### src/rtl/coordinate_deque_with_search_core_defines.svh
// ----------------------------------------------------------------------------
// Coordinate deque assertion macros
// Shared concurrent assertion forms for the coordinate deque RTL.
// ----------------------------------------------------------------------------
`ifndef COORDINATE_DEQUE_WITH_SEARCH_CORE_DEFINES_SVH
`define COORDINATE_DEQUE_WITH_SEARCH_CORE_DEFINES_SVH

// Check a consequence in the same cycle as its cause.
`define CDQ_ASSERT_NOW(label, clk, rst, ante, cons, msg) \
  label: assert property (@(posedge clk) disable iff (rst) (ante) |-> (cons)) \
    else $error(msg);

// Check a consequence in the cycle after its cause.
`define CDQ_ASSERT_NEXT(label, clk, rst, ante, cons, msg) \
  label: assert property (@(posedge clk) disable iff (rst) (ante) |=> (cons)) \
    else $error(msg);

`endif

### src/rtl/cdq_pkg.sv
// ----------------------------------------------------------------------------
// Coordinate deque package
// Default sizes, request codes and the engine result bundle.
// ----------------------------------------------------------------------------
package cdq_pkg;

  localparam int DEPTH_DEFAULT      = 64;
  localparam int COORD_BITS_DEFAULT = 8;
  localparam int COUNT_OUT_BITS     = 7;

  typedef enum logic [1:0] {
    REQ_ADD_LAST    = 2'd0,
    REQ_ADD_FIRST   = 2'd1,
    REQ_REMOVE_LAST = 2'd2,
    REQ_SEARCH      = 2'd3
  } req_type_t;

  // Finished request as handed from the engine to the output stage.
  typedef struct packed {
    logic                      done;
    logic                      ok;
    logic                      empty;
    logic [COUNT_OUT_BITS-1:0] entry_count;
  } cdq_result_t;

endpackage

### src/rtl/cdq_ram.sv
// ----------------------------------------------------------------------------
// Coordinate deque ring store
// Single write port, single registered read port.
// ----------------------------------------------------------------------------
module cdq_ram import cdq_pkg::*; #(
  parameter int DEPTH = DEPTH_DEFAULT,
  parameter int WIDTH = 2 * COORD_BITS_DEFAULT
) (
  input  logic                     clk,
  input  logic                     wr_en,
  input  logic [$clog2(DEPTH)-1:0] wr_addr,
  input  logic [WIDTH-1:0]         wr_data,
  input  logic                     rd_en,
  input  logic [$clog2(DEPTH)-1:0] rd_addr,
  output logic [WIDTH-1:0]         rd_data
);

  logic [WIDTH-1:0] mem [DEPTH];

  always_ff @(posedge clk) begin
    if (wr_en) begin
      mem[wr_addr] <= wr_data;
    end
    if (rd_en) begin
      rd_data <= mem[rd_addr];
    end
  end

endmodule

### src/rtl/cdq_engine.sv
// ----------------------------------------------------------------------------
// Coordinate deque engine
// Pointer and count keeping, ring slot adder and the shared scan comparator.
// ----------------------------------------------------------------------------
`include "coordinate_deque_with_search_core_defines.svh"

module cdq_engine import cdq_pkg::*; #(
  parameter int DEPTH      = DEPTH_DEFAULT,
  parameter int COORD_BITS = COORD_BITS_DEFAULT
) (
  input  logic                      clk,
  input  logic                      rst,
  input  logic                      in_valid,
  output logic                      in_ready,
  input  logic [1:0]                req_type,
  input  logic [COORD_BITS-1:0]     coord_x,
  input  logic [COORD_BITS-1:0]     coord_y,
  input  logic                      take,
  output cdq_result_t               res,
  output logic                      wr_en,
  output logic [$clog2(DEPTH)-1:0]  wr_addr,
  output logic [2*COORD_BITS-1:0]   wr_data,
  output logic                      rd_en,
  output logic [$clog2(DEPTH)-1:0]  rd_addr,
  input  logic [2*COORD_BITS-1:0]   rd_data
);

  localparam int IW = $clog2(DEPTH);
  localparam int CW = $clog2(DEPTH + 1);
  localparam int SW = CW + 1;
  localparam int PW = 2 * COORD_BITS;

  typedef enum logic [2:0] {
    ST_IDLE = 3'b001,
    ST_SCAN = 3'b010,
    ST_DONE = 3'b100
  } state_t;

  state_t          state, state_next;
  logic [CW-1:0]   count, count_next;
  logic [IW-1:0]   first, first_next;
  logic [CW-1:0]   scan_off, scan_off_next;
  logic [PW-1:0]   pair, pair_next;
  logic            ok_r, ok_next;
  logic            rd_pend, rd_pend_next;

  logic            fire, full, empty, issue, match, is_add;
  logic [CW-1:0]   off_sel;
  logic [SW-1:0]   sum, slot;
  logic [IW-1:0]   slot_idx, first_dec;
  logic [31:0]     cnt_wide;
  req_type_t       req;

  assign req      = req_type_t'(req_type);
  assign in_ready = (state == ST_IDLE);
  assign fire     = in_valid && in_ready;
  assign full     = (count == CW'(DEPTH));
  assign empty    = (count == '0);
  assign is_add   = (req == REQ_ADD_LAST) || (req == REQ_ADD_FIRST);

  // Shared ring slot adder: last end on an add, scan offset during a search.
  assign off_sel  = (state == ST_SCAN) ? scan_off : count;
  assign sum      = SW'(first) + SW'(off_sel);
  assign slot     = (sum >= SW'(DEPTH)) ? (sum - SW'(DEPTH)) : sum;
  assign slot_idx = slot[IW-1:0];
  assign first_dec = (first == '0) ? IW'(DEPTH - 1) : (first - 1'b1);

  assign wr_en   = fire && !full && is_add;
  assign wr_addr = (req == REQ_ADD_FIRST) ? first_dec : slot_idx;
  assign wr_data = {coord_x, coord_y};

  // Shared comparator sees the entry read in the previous cycle.
  assign issue   = (state == ST_SCAN) && (scan_off < count);
  assign rd_en   = issue;
  assign rd_addr = slot_idx;
  assign match   = rd_pend && (rd_data == pair);

  always_comb begin
    state_next    = state;
    count_next    = count;
    first_next    = first;
    scan_off_next = scan_off;
    pair_next     = pair;
    ok_next       = ok_r;
    rd_pend_next  = issue && !match;
    case (state)
      ST_IDLE: begin
        if (fire) begin
          pair_next  = {coord_x, coord_y};
          ok_next    = 1'b0;
          state_next = ST_DONE;
          case (req)
            REQ_ADD_LAST: begin
              if (!full) begin
                count_next = count + 1'b1;
                ok_next    = 1'b1;
              end
            end
            REQ_ADD_FIRST: begin
              if (!full) begin
                first_next = first_dec;
                count_next = count + 1'b1;
                ok_next    = 1'b1;
              end
            end
            REQ_REMOVE_LAST: begin
              if (!empty) begin
                count_next = count - 1'b1;
                ok_next    = 1'b1;
              end
            end
            REQ_SEARCH: begin
              scan_off_next = '0;
              state_next    = ST_SCAN;
            end
            default: begin
              ok_next = 1'b0;
            end
          endcase
        end
      end
      ST_SCAN: begin
        if (issue) begin
          scan_off_next = scan_off + 1'b1;
        end
        if (match) begin
          ok_next    = 1'b1;
          state_next = ST_DONE;
        end else if (!issue && !rd_pend) begin
          state_next = ST_DONE;
        end
      end
      ST_DONE: begin
        if (take) begin
          state_next = ST_IDLE;
        end
      end
      default: begin
        state_next = ST_IDLE;
      end
    endcase
  end

  always_ff @(posedge clk) begin
    if (rst) begin
      state   <= ST_IDLE;
      count   <= '0;
      first   <= '0;
      rd_pend <= 1'b0;
    end else begin
      state   <= state_next;
      count   <= count_next;
      first   <= first_next;
      rd_pend <= rd_pend_next;
    end
  end

  always_ff @(posedge clk) begin
    scan_off <= scan_off_next;
    pair     <= pair_next;
    ok_r     <= ok_next;
  end

  assign cnt_wide        = 32'(count);
  assign res.done        = (state == ST_DONE);
  assign res.ok          = ok_r;
  assign res.empty       = empty;
  assign res.entry_count = cnt_wide[COUNT_OUT_BITS-1:0];

  `CDQ_ASSERT_NOW(a_count_bound, clk, rst, 1'b1, count <= CW'(DEPTH), "count above depth")
  `CDQ_ASSERT_NEXT(a_scan_holds_ptrs, clk, rst, state == ST_SCAN, $stable(count) && $stable(first), "pointers moved during search")
  `CDQ_ASSERT_NEXT(a_done_holds, clk, rst, (state == ST_DONE) && !take, (state == ST_DONE) && $stable(ok_r), "result dropped before handoff")
  `CDQ_ASSERT_NEXT(a_add_counts, clk, rst, fire && is_add && !full, count == $past(count) + CW'(1), "add did not grow count")

endmodule

### src/rtl/coordinate_deque_with_search_core.sv
// ----------------------------------------------------------------------------
// Coordinate deque with search
// Bounded double-ended queue of (x, y) pairs with a membership search.
// ----------------------------------------------------------------------------
// Each request adds a pair at the last end, adds a pair at the first end,
// removes the pair at the last end, or searches for a pair, and returns one
// result (ok, entry_count, is_empty) through a one-deep output register, so a
// new request is taken while the previous result still waits. Requests are
// handled one at a time: an add or remove is accepted, then hands its result
// to the output register; a search walks the stored entries in turn and ends
// early on a hit, because the ring store has a single registered read port
// and the shared comparator checks one stored entry per cycle. A full store
// rejects adds with ok low, an empty store rejects removes with ok low, and a
// search of an empty store gives ok low. Only the low COORD_BITS bits of each
// coordinate are held. The store is not cleared at reset; only the pointer
// and count are.
// ----------------------------------------------------------------------------
module coordinate_deque_with_search_core import cdq_pkg::*; #(
  parameter int DEPTH      = DEPTH_DEFAULT,
  parameter int COORD_BITS = COORD_BITS_DEFAULT
) (
  input  logic                      clk,
  input  logic                      rst,
  input  logic                      in_valid,
  output logic                      in_ready,
  input  logic [1:0]                req_type,
  input  logic [COORD_BITS-1:0]     coord_x,
  input  logic [COORD_BITS-1:0]     coord_y,
  output logic                      out_valid,
  input  logic                      out_ready,
  output logic                      ok,
  output logic [COUNT_OUT_BITS-1:0] entry_count,
  output logic                      is_empty
);

  localparam int IW = $clog2(DEPTH);
  localparam int PW = 2 * COORD_BITS;

  cdq_result_t   res;
  logic          take;
  logic          wr_en, rd_en;
  logic [IW-1:0] wr_addr, rd_addr;
  logic [PW-1:0] wr_data, rd_data;

  // Sequencer, pointers and the shared slot adder and comparator.
  cdq_engine #(
    .DEPTH      (DEPTH),
    .COORD_BITS (COORD_BITS)
  ) u_engine (
    .clk      (clk),
    .rst      (rst),
    .in_valid (in_valid),
    .in_ready (in_ready),
    .req_type (req_type),
    .coord_x  (coord_x),
    .coord_y  (coord_y),
    .take     (take),
    .res      (res),
    .wr_en    (wr_en),
    .wr_addr  (wr_addr),
    .wr_data  (wr_data),
    .rd_en    (rd_en),
    .rd_addr  (rd_addr),
    .rd_data  (rd_data)
  );

  // Ring store of packed pairs, x in the high half.
  cdq_ram #(
    .DEPTH (DEPTH),
    .WIDTH (PW)
  ) u_ram (
    .clk     (clk),
    .wr_en   (wr_en),
    .wr_addr (wr_addr),
    .wr_data (wr_data),
    .rd_en   (rd_en),
    .rd_addr (rd_addr),
    .rd_data (rd_data)
  );

  // Move a finished result into the output register whenever it is empty or
  // being drained in this cycle; otherwise hold the engine in its done state.
  assign take = res.done && (!out_valid || out_ready);

  always_ff @(posedge clk) begin
    if (rst) begin
      out_valid <= 1'b0;
    end else if (take) begin
      out_valid <= 1'b1;
    end else if (out_ready) begin
      out_valid <= 1'b0;
    end
  end

  // Capture the payload with the request's result; hold it while stalled.
  always_ff @(posedge clk) begin
    if (take) begin
      ok          <= res.ok;
      entry_count <= res.entry_count;
      is_empty    <= res.empty;
    end
  end

endmodule
### config.mk
export PLATFORM = sky130hd
export DESIGN_NAME = coordinate_deque_with_search_core
export DESIGN_NICKNAME = d
export VERILOG_FILES = /design/src/rtl/cdq_pkg.sv /design/src/rtl/cdq_ram.sv /design/src/rtl/cdq_engine.sv /design/src/rtl/coordinate_deque_with_search_core.sv
export VERILOG_INCLUDE_DIRS = /design/src /design/src/rtl
export SDC_FILE = /design/constraint.sdc
export NUM_CORES = 1
export LEC_CHECK = 0
export BUFFER_PORTS_ARGS = -buffer_cell sky130_fd_sc_hd__buf_2
export CORE_MARGIN = 2
export CORE_UTILIZATION = 55
export CTS_CLUSTER_DIAMETER = 60
export DETAILED_ROUTE_END_ITERATION = 7
export GPL_ROUTABILITY_DRIVEN = 0
export PLACE_DENSITY = 0.8
export SLEW_MARGIN = 10
export SYNTH_ARGS = -nofsm -noshare
export SYNTH_HDL_FRONTEND = slang
export SYNTH_SLANG_ARGS = --single-unit
### constraint.sdc
create_clock -name clk -period 9.4 [get_ports clk]
set_input_delay 0.47 -clock clk [delete_from_list [all_inputs] [get_ports clk]]
set_output_delay 0.47 -clock clk [all_outputs]
set_load 0.01 [all_outputs]
==> out/qor.yml, run 1 <==
status: "finished clean"
rsz0062_at_grt: "no"
min_to: "out_valid"
hp-class: "in -> reg"
cts-root-buf: "clkbuf_16"
yosys.cell_count.top_type: "edfxtp_1"
fmax_mhz: 180
grt_first_pass_wirelength_um: 142000
seqPwrFrac_pct: 48.9
reg2reg_from: "u_engine.state[1]"
critical_path_class: "reg -> reg"
cts_hold_buf: 0
syn_to_final_growth_pct: 12.5
drc: 0
grt_pass1_vias: 21094
cts_tree: "yes"
p_leak_uw: 0.0158
use_met1_pct: 33.5
ir_worst_vdd_v: 0.000170
cts_max_path_buffers: 3
p_per_area_nw_per_um2: 227
finalHoldWorstSlack_ns: 0.164
period_share_pct: 59.2
totalWireLength_um: 97500
clock_power_share_pct: 38.9
synth-main-ff-cell: "edfxtp_1"
crit_top_cell: "mux2i_1"
synthesis.area_um2: 43200
rr_endpoint: "u_ram.rd_data[3]"
period_minus_slack_ns: 5.57
cts_setup_buffers: 0
vias_per_cell: 6.45
clock_skew_ns: 0.0415
drive_gt1_share_pct: 26.3
htree_levels: 3
path_cells: "or3b_1, mux2_2, ha_4, inv_1, fa_4, buf_4, mux4_2, mux2i_1, mux2i_1, mux2i_1, mux2i_1"
setup_viol: 0
io_pins: 33
dp_cells: 3047
min_from: "out_ready"
startpoint_type: "register"
ys_ff_latch: 1091
synthArstFlopShare_pct: 0
cts.sinks: 1091
finalPower_uw: 11100
synth_area_per_cell_um2: 21.8
yosys-top-cells-area: "edfxtp_1, mux4_2, mux2i_1, dfxtp_1, nor2_1"
synth.cells.most_frequent: "edfxtp_1, mux4_2, mux2i_1"
grt_most_used_layer: "met2"
ant_nets: 0
cts_resized: 0
die_area_um2: 80800
ff2ff_setup_slack_ns: 3.83
yosys.area.top_type: "edfxtp_1"
drtIter0Drc: 2389
slowest_stage: "fa_4"
r2r_cells: 11
io_buffer_count: 32
grt_use_total_pct: 24.3
maxCapViolations: 0
gr-usage-met3_pct: 4.15
layout_setup_ws_ns: 3.83
ys_warn_count: 0
arrival_ns: 5.96
p_switching_uw: 2630
cts_buffers: 104
coreArea_um2: 77600
min_path_cells: 3
grt_max_degree: 117
synth_cell_types: 57
power_frac_comb_pct: 12.2
clk_pin_slew_ns: 0.06
die_x_um: 284
num_vias: 20922
post_layout_nonfiller_instances: 3245
crit_required_ns: 9.79
synth_fp_nets: 2023
final-hold-violation-count: 0
synth_edf_count: 1073
swShare_pct: 23.8
end_kind: "register"
die_h_um: 284
tns_ns: 0
wl_per_cell_um: 30.0
ys_seq_area_share_pct: 75.4
initial_core_util_pct: 55.7
clock_latency_ns: 0.68
yosys.area.top_type_share_pct: 74.5
antenna_found_initial: 2
pre_cts_ws_ns: 3.97
first_pass_iters: 5
use_met2_pct: 39.2
path_max_fanout: 76
grt_overflow: 0
slew_headroom_pct: 22.3
hpwl_um: 52500
nNetsFinal: 2158
p_int_uw: 8430
fillers: 5024
finalMaxSlewViolations: 0
worst_pin_slew_ns: 1.17
critPathMaxStageDelay_ns: 1.23
num_rows: 102
postSynthCellCount: 1979
[routing by layer]
layer | part of all wire [%] | vias to the layer above
met5 | 0.010 | -
li1 | - | 8516
met3 | 8.6 | 209
met4 | 3.9 | 2
met1 | 38 | 10988
met2 | 49 | 1207
[worst max-delay path: cells and delay by family (launching register included)]
kind | cells | cell delay (ns)
mux | 6 | 1.78
fa+ha+maj | 2 | 1.36
buf+inv | 2 | 0.98
simple gates | 1 | 0.65
flops | 1 | 0.40
[how the worst max path moves through the flow]
stage | from | endpoint | slack, ns | cells past startpoint
final | u_engine.state[1] | u_ram.rd_data[3] | 3.83 | 11
after global routing | u_engine.state[1] | u_ram.rd_data[3] | 3.77 | 11
after CTS | u_engine.state[1] | u_ram.rd_data[3] | 3.96 | 11
after detailed placement | u_engine.state[1] | u_ram.rd_data[3] | 3.97 | 11
after global placement | u_engine.state[1] | u_ram.rd_data[1] | 4.00 | 11
after floorplan | u_engine.state[1] | u_ram.mem[22][0] | 5.04 | 12
[logic make-up (layout without fill, tap and decap cells)]
group | count (synthesis) | after routing | share of synthesized area, %
other | 0 | 1 | 0
multiplexers | 499 | 499 | 19.1
adder cells (fa/ha/maj) | 22 | 22 | 0.672
AND/OR/NAND/NOR | 163 | 163 | 1.68
flip-flops | 1091 | 1091 | 75.4
XOR/XNOR | 33 | 33 | 0.816
buffers and inverters | 110 | 335 | 1.11
AO/OA/AOI/OAI | 61 | 61 | 1.23
[power groups by stage]
stage	registers, uW	clock network [uW]	logic, uW
2_1_floorplan	5500	0	916
3_3_place_gp	5500	0	1310
3_5_place_dp	5510	0	1340
4_1_cts	5400	4360	1350
5_1_grt	5400	4530	1420
6_report	5400	4300	1350
[layout make-up]
type	count	area, um^2	area share (%)
diodes	1	2.50	0.00515
clock buffers	116	2650	5.45
clock inverters	80	911	1.87
inverters	19	71.3	0.147
multi-input cells	778	10200	21.0
flip-flops and latches	1091	32600	67.0
well taps	1040	1300	2.68
repair buffers	120	878	1.81
[cell usage in the layout (no fill, tap or decap), types with 10 or more instances in the layout]
cell type,instances
a21oi_1,16
buf_2,24
buf_4,93
bufinv_16,15
clkbuf_1,12
clkbuf_16,104
clkinv_1,15
clkinv_2,24
clkinvlp_4,10
dfxtp_1,18
edfxtp_1,1073
ha_1,19
inv_1,19
mux2i_1,231
mux4_2,260
nand2_1,24
nand3_1,10
nor2_1,96
xnor2_1,20
[flip-flops by register name, indices dropped and copies added, names as in the netlist]
signal and cells:
u_engine.rd_pend 1, u_engine.scan_off 7, u_ram.rd_data 16, u_engine.state 3, is_empty 1, ok 1
u_ram.mem 1024, u_engine.ok_r 1, entry_count 7, u_engine.count 7, u_engine.first 6, out_valid 1
u_engine.pair 16
[metrics by stage]
stage	area (um^2)	util (%)
finish	48600	62.7
global route	48600	62.6
detailed placement	45000	58.0
global placement	45000	58.0
floorplan	43200	-
CTS	48600	62.6
Power figures use the tool's default switching activity.
==> inputs of run 2 (changes only) <==
==> constraint.sdc (replaced) <==
create_clock -name clk -period 5.3 [get_ports clk]
set_input_delay 0.265 -clock clk [delete_from_list [all_inputs] [get_ports clk]]
set_output_delay 0.265 -clock clk [all_outputs]
set_load 0.01 [all_outputs]
==> out/qor.yml, run 2 (same netlist as run 1, synthesis figures left out) <==
reg2reg_from: "u_engine.state[1]"
finalMaxSlewViolations: 0
grt_use_total_pct: 25.2
end_kind: "register"
grt_first_pass_wirelength_um: 148000
fillers: 5082
worst_pin_slew_ns: 0.983
initial_core_util_pct: 55.7
maxCapViolations: 0
startpoint_type: "register"
num_rows: 102
reg.largest.list: "u_ram.mem (1024), u_engine.pair (16), u_ram.rd_data (16)"
hpwl_um: 56700
final_cell_mix: "edfxtp_1, mux4_2, mux2i_1"
critical_path_class: "reg -> reg"
coreArea_um2: 77600
drc: 0
nNetsFinal: 2204
final-hold-violation-count: 0
crit_required_ns: 5.67
grt_overflow: 0
clock_latency_ns: 0.66
clock_skew_ns: 0.0286
cts_max_path_buffers: 3
first_pass_iters: 6
ant_nets: 0
final_util_pct: 63.0
syn_to_final_growth_pct: 13.1
num_vias: 21413
min_path_cells: 2
top_register: "u_ram.mem"
largest_reg_flops: 1024
hp-class: "in -> reg"
htree_levels: 3
arrival_ns: 5.18
p_per_area_nw_per_um2: 400
clk_pin_slew_ns: 0.06
rr_endpoint: "u_ram.rd_data[4]"
antenna_found_initial: 3
cts_tree: "yes"
rsz0062_at_grt: "no"
finalPower_uw: 19600
die_h_um: 284
cts_buffers: 107
cts-root-buf: "clkbuf_16"
totalWireLength_um: 101000
drtIter0Drc: 3111
period_share_pct: 90.7
antennaDiodeCount: 0
period_minus_slack_ns: 4.81
tns_ns: 0
status: "finished clean"
grt_pass1_vias: 21457
p_leak_uw: 0.0160
io_buffer_count: 32
min_to: "u_ram.mem[5][2]"
drive_gt1_share_pct: 26.6
finalHoldWorstSlack_ns: 0.286
cts_setup_buffers: 0
setup_viol: 0
io_pins: 33
slew_headroom_pct: 33.8
path_max_fanout: 47
die_x_um: 284
cts.sinks: 1091
vias_per_cell: 6.51
wl_per_cell_um: 30.7
ir_worst_vdd_v: 0.000302
min_from: "coord_y[2]"
ff2ff_setup_slack_ns: 0.49
fmax_mhz: 208
die_area_um2: 80800
grt_max_degree: 66
final_common_cell: "edfxtp_1"
setup.worst_path.start: "u_engine.state[1]"
r2r_cells: 12
## run 2: metrics by stage
stage	cell area, um^2	setup WS, ns	std cells
5_1_grt	48900	0.401	3287
2_1_floorplan	43200	0.941	1979
3_5_place_dp	45400	0.617	3085
4_1_cts	48900	0.612	3287
3_3_place_gp	45400	0.618	3085
6_report	48900	0.493	3287
## run 2: how the worst max path moves through the flow
stage / endpoint / slack, ns / depth (start not counted)
3_5_place_dp: u_ram.rd_data[6] / 0.62 / 11
3_3_place_gp: u_ram.rd_data[5] / 0.62 / 11
4_1_cts: u_ram.rd_data[2] / 0.61 / 12
6_report: u_ram.rd_data[4] / 0.49 / 12
5_1_grt: u_ram.rd_data[10] / 0.40 / 12
2_1_floorplan: u_ram.mem[22][0] / 0.94 / 12
## run 2: final cells by class
type	count	area [um^2]	area share, %
clock inverter	68	601	1.23
multi-input combinational	778	10200	20.9
clock buffer	128	2820	5.77
tap	1040	1300	2.66
inverter	19	71.3	0.146
sequential	1091	32600	66.6
timing repair buffer	163	1310	2.68
## run 2: worst max-delay path, cell delays in order, from the launching register on
cell     delay (ns)
dfxtp_1        0.41
or3b_1         0.41
buf_4          0.22
mux2_2         0.27
inv_1          0.08
fa_4           1.16
buf_12         0.36
buf_4          0.27
mux4_2         0.37
mux2i_1        0.19
mux2i_1        0.11
mux2i_1        0.46
mux2i_1        0.17
## run 2: report_power, final
part | internal, uW | total [uW] | switching [uW]
clock | 4270 | 7410 | 3140
combinational | 1070 | 2570 | 1500
sequential | 9550 | 9580 | 29.6
## run 2: what timing repair did
item / CTS / global route
gates resized for setup: 0 / 0
endpoints found under the hold margin: 7 / 0
hold buffers: 6 / 0
## run 2: metal layers
| metal | vias up | global-route usage [%] | wire (um) |
|---|---|---|---|
| li1 | 8605 | - | - |
| met1 | 11153 | 34.8 | 37500 |
| met2 | 1433 | 40.6 | 49600 |
| met3 | 218 | 5.17 | 10400 |
| met4 | 4 | 8.62 | 3510 |
| met5 | - | 0 | 22 |
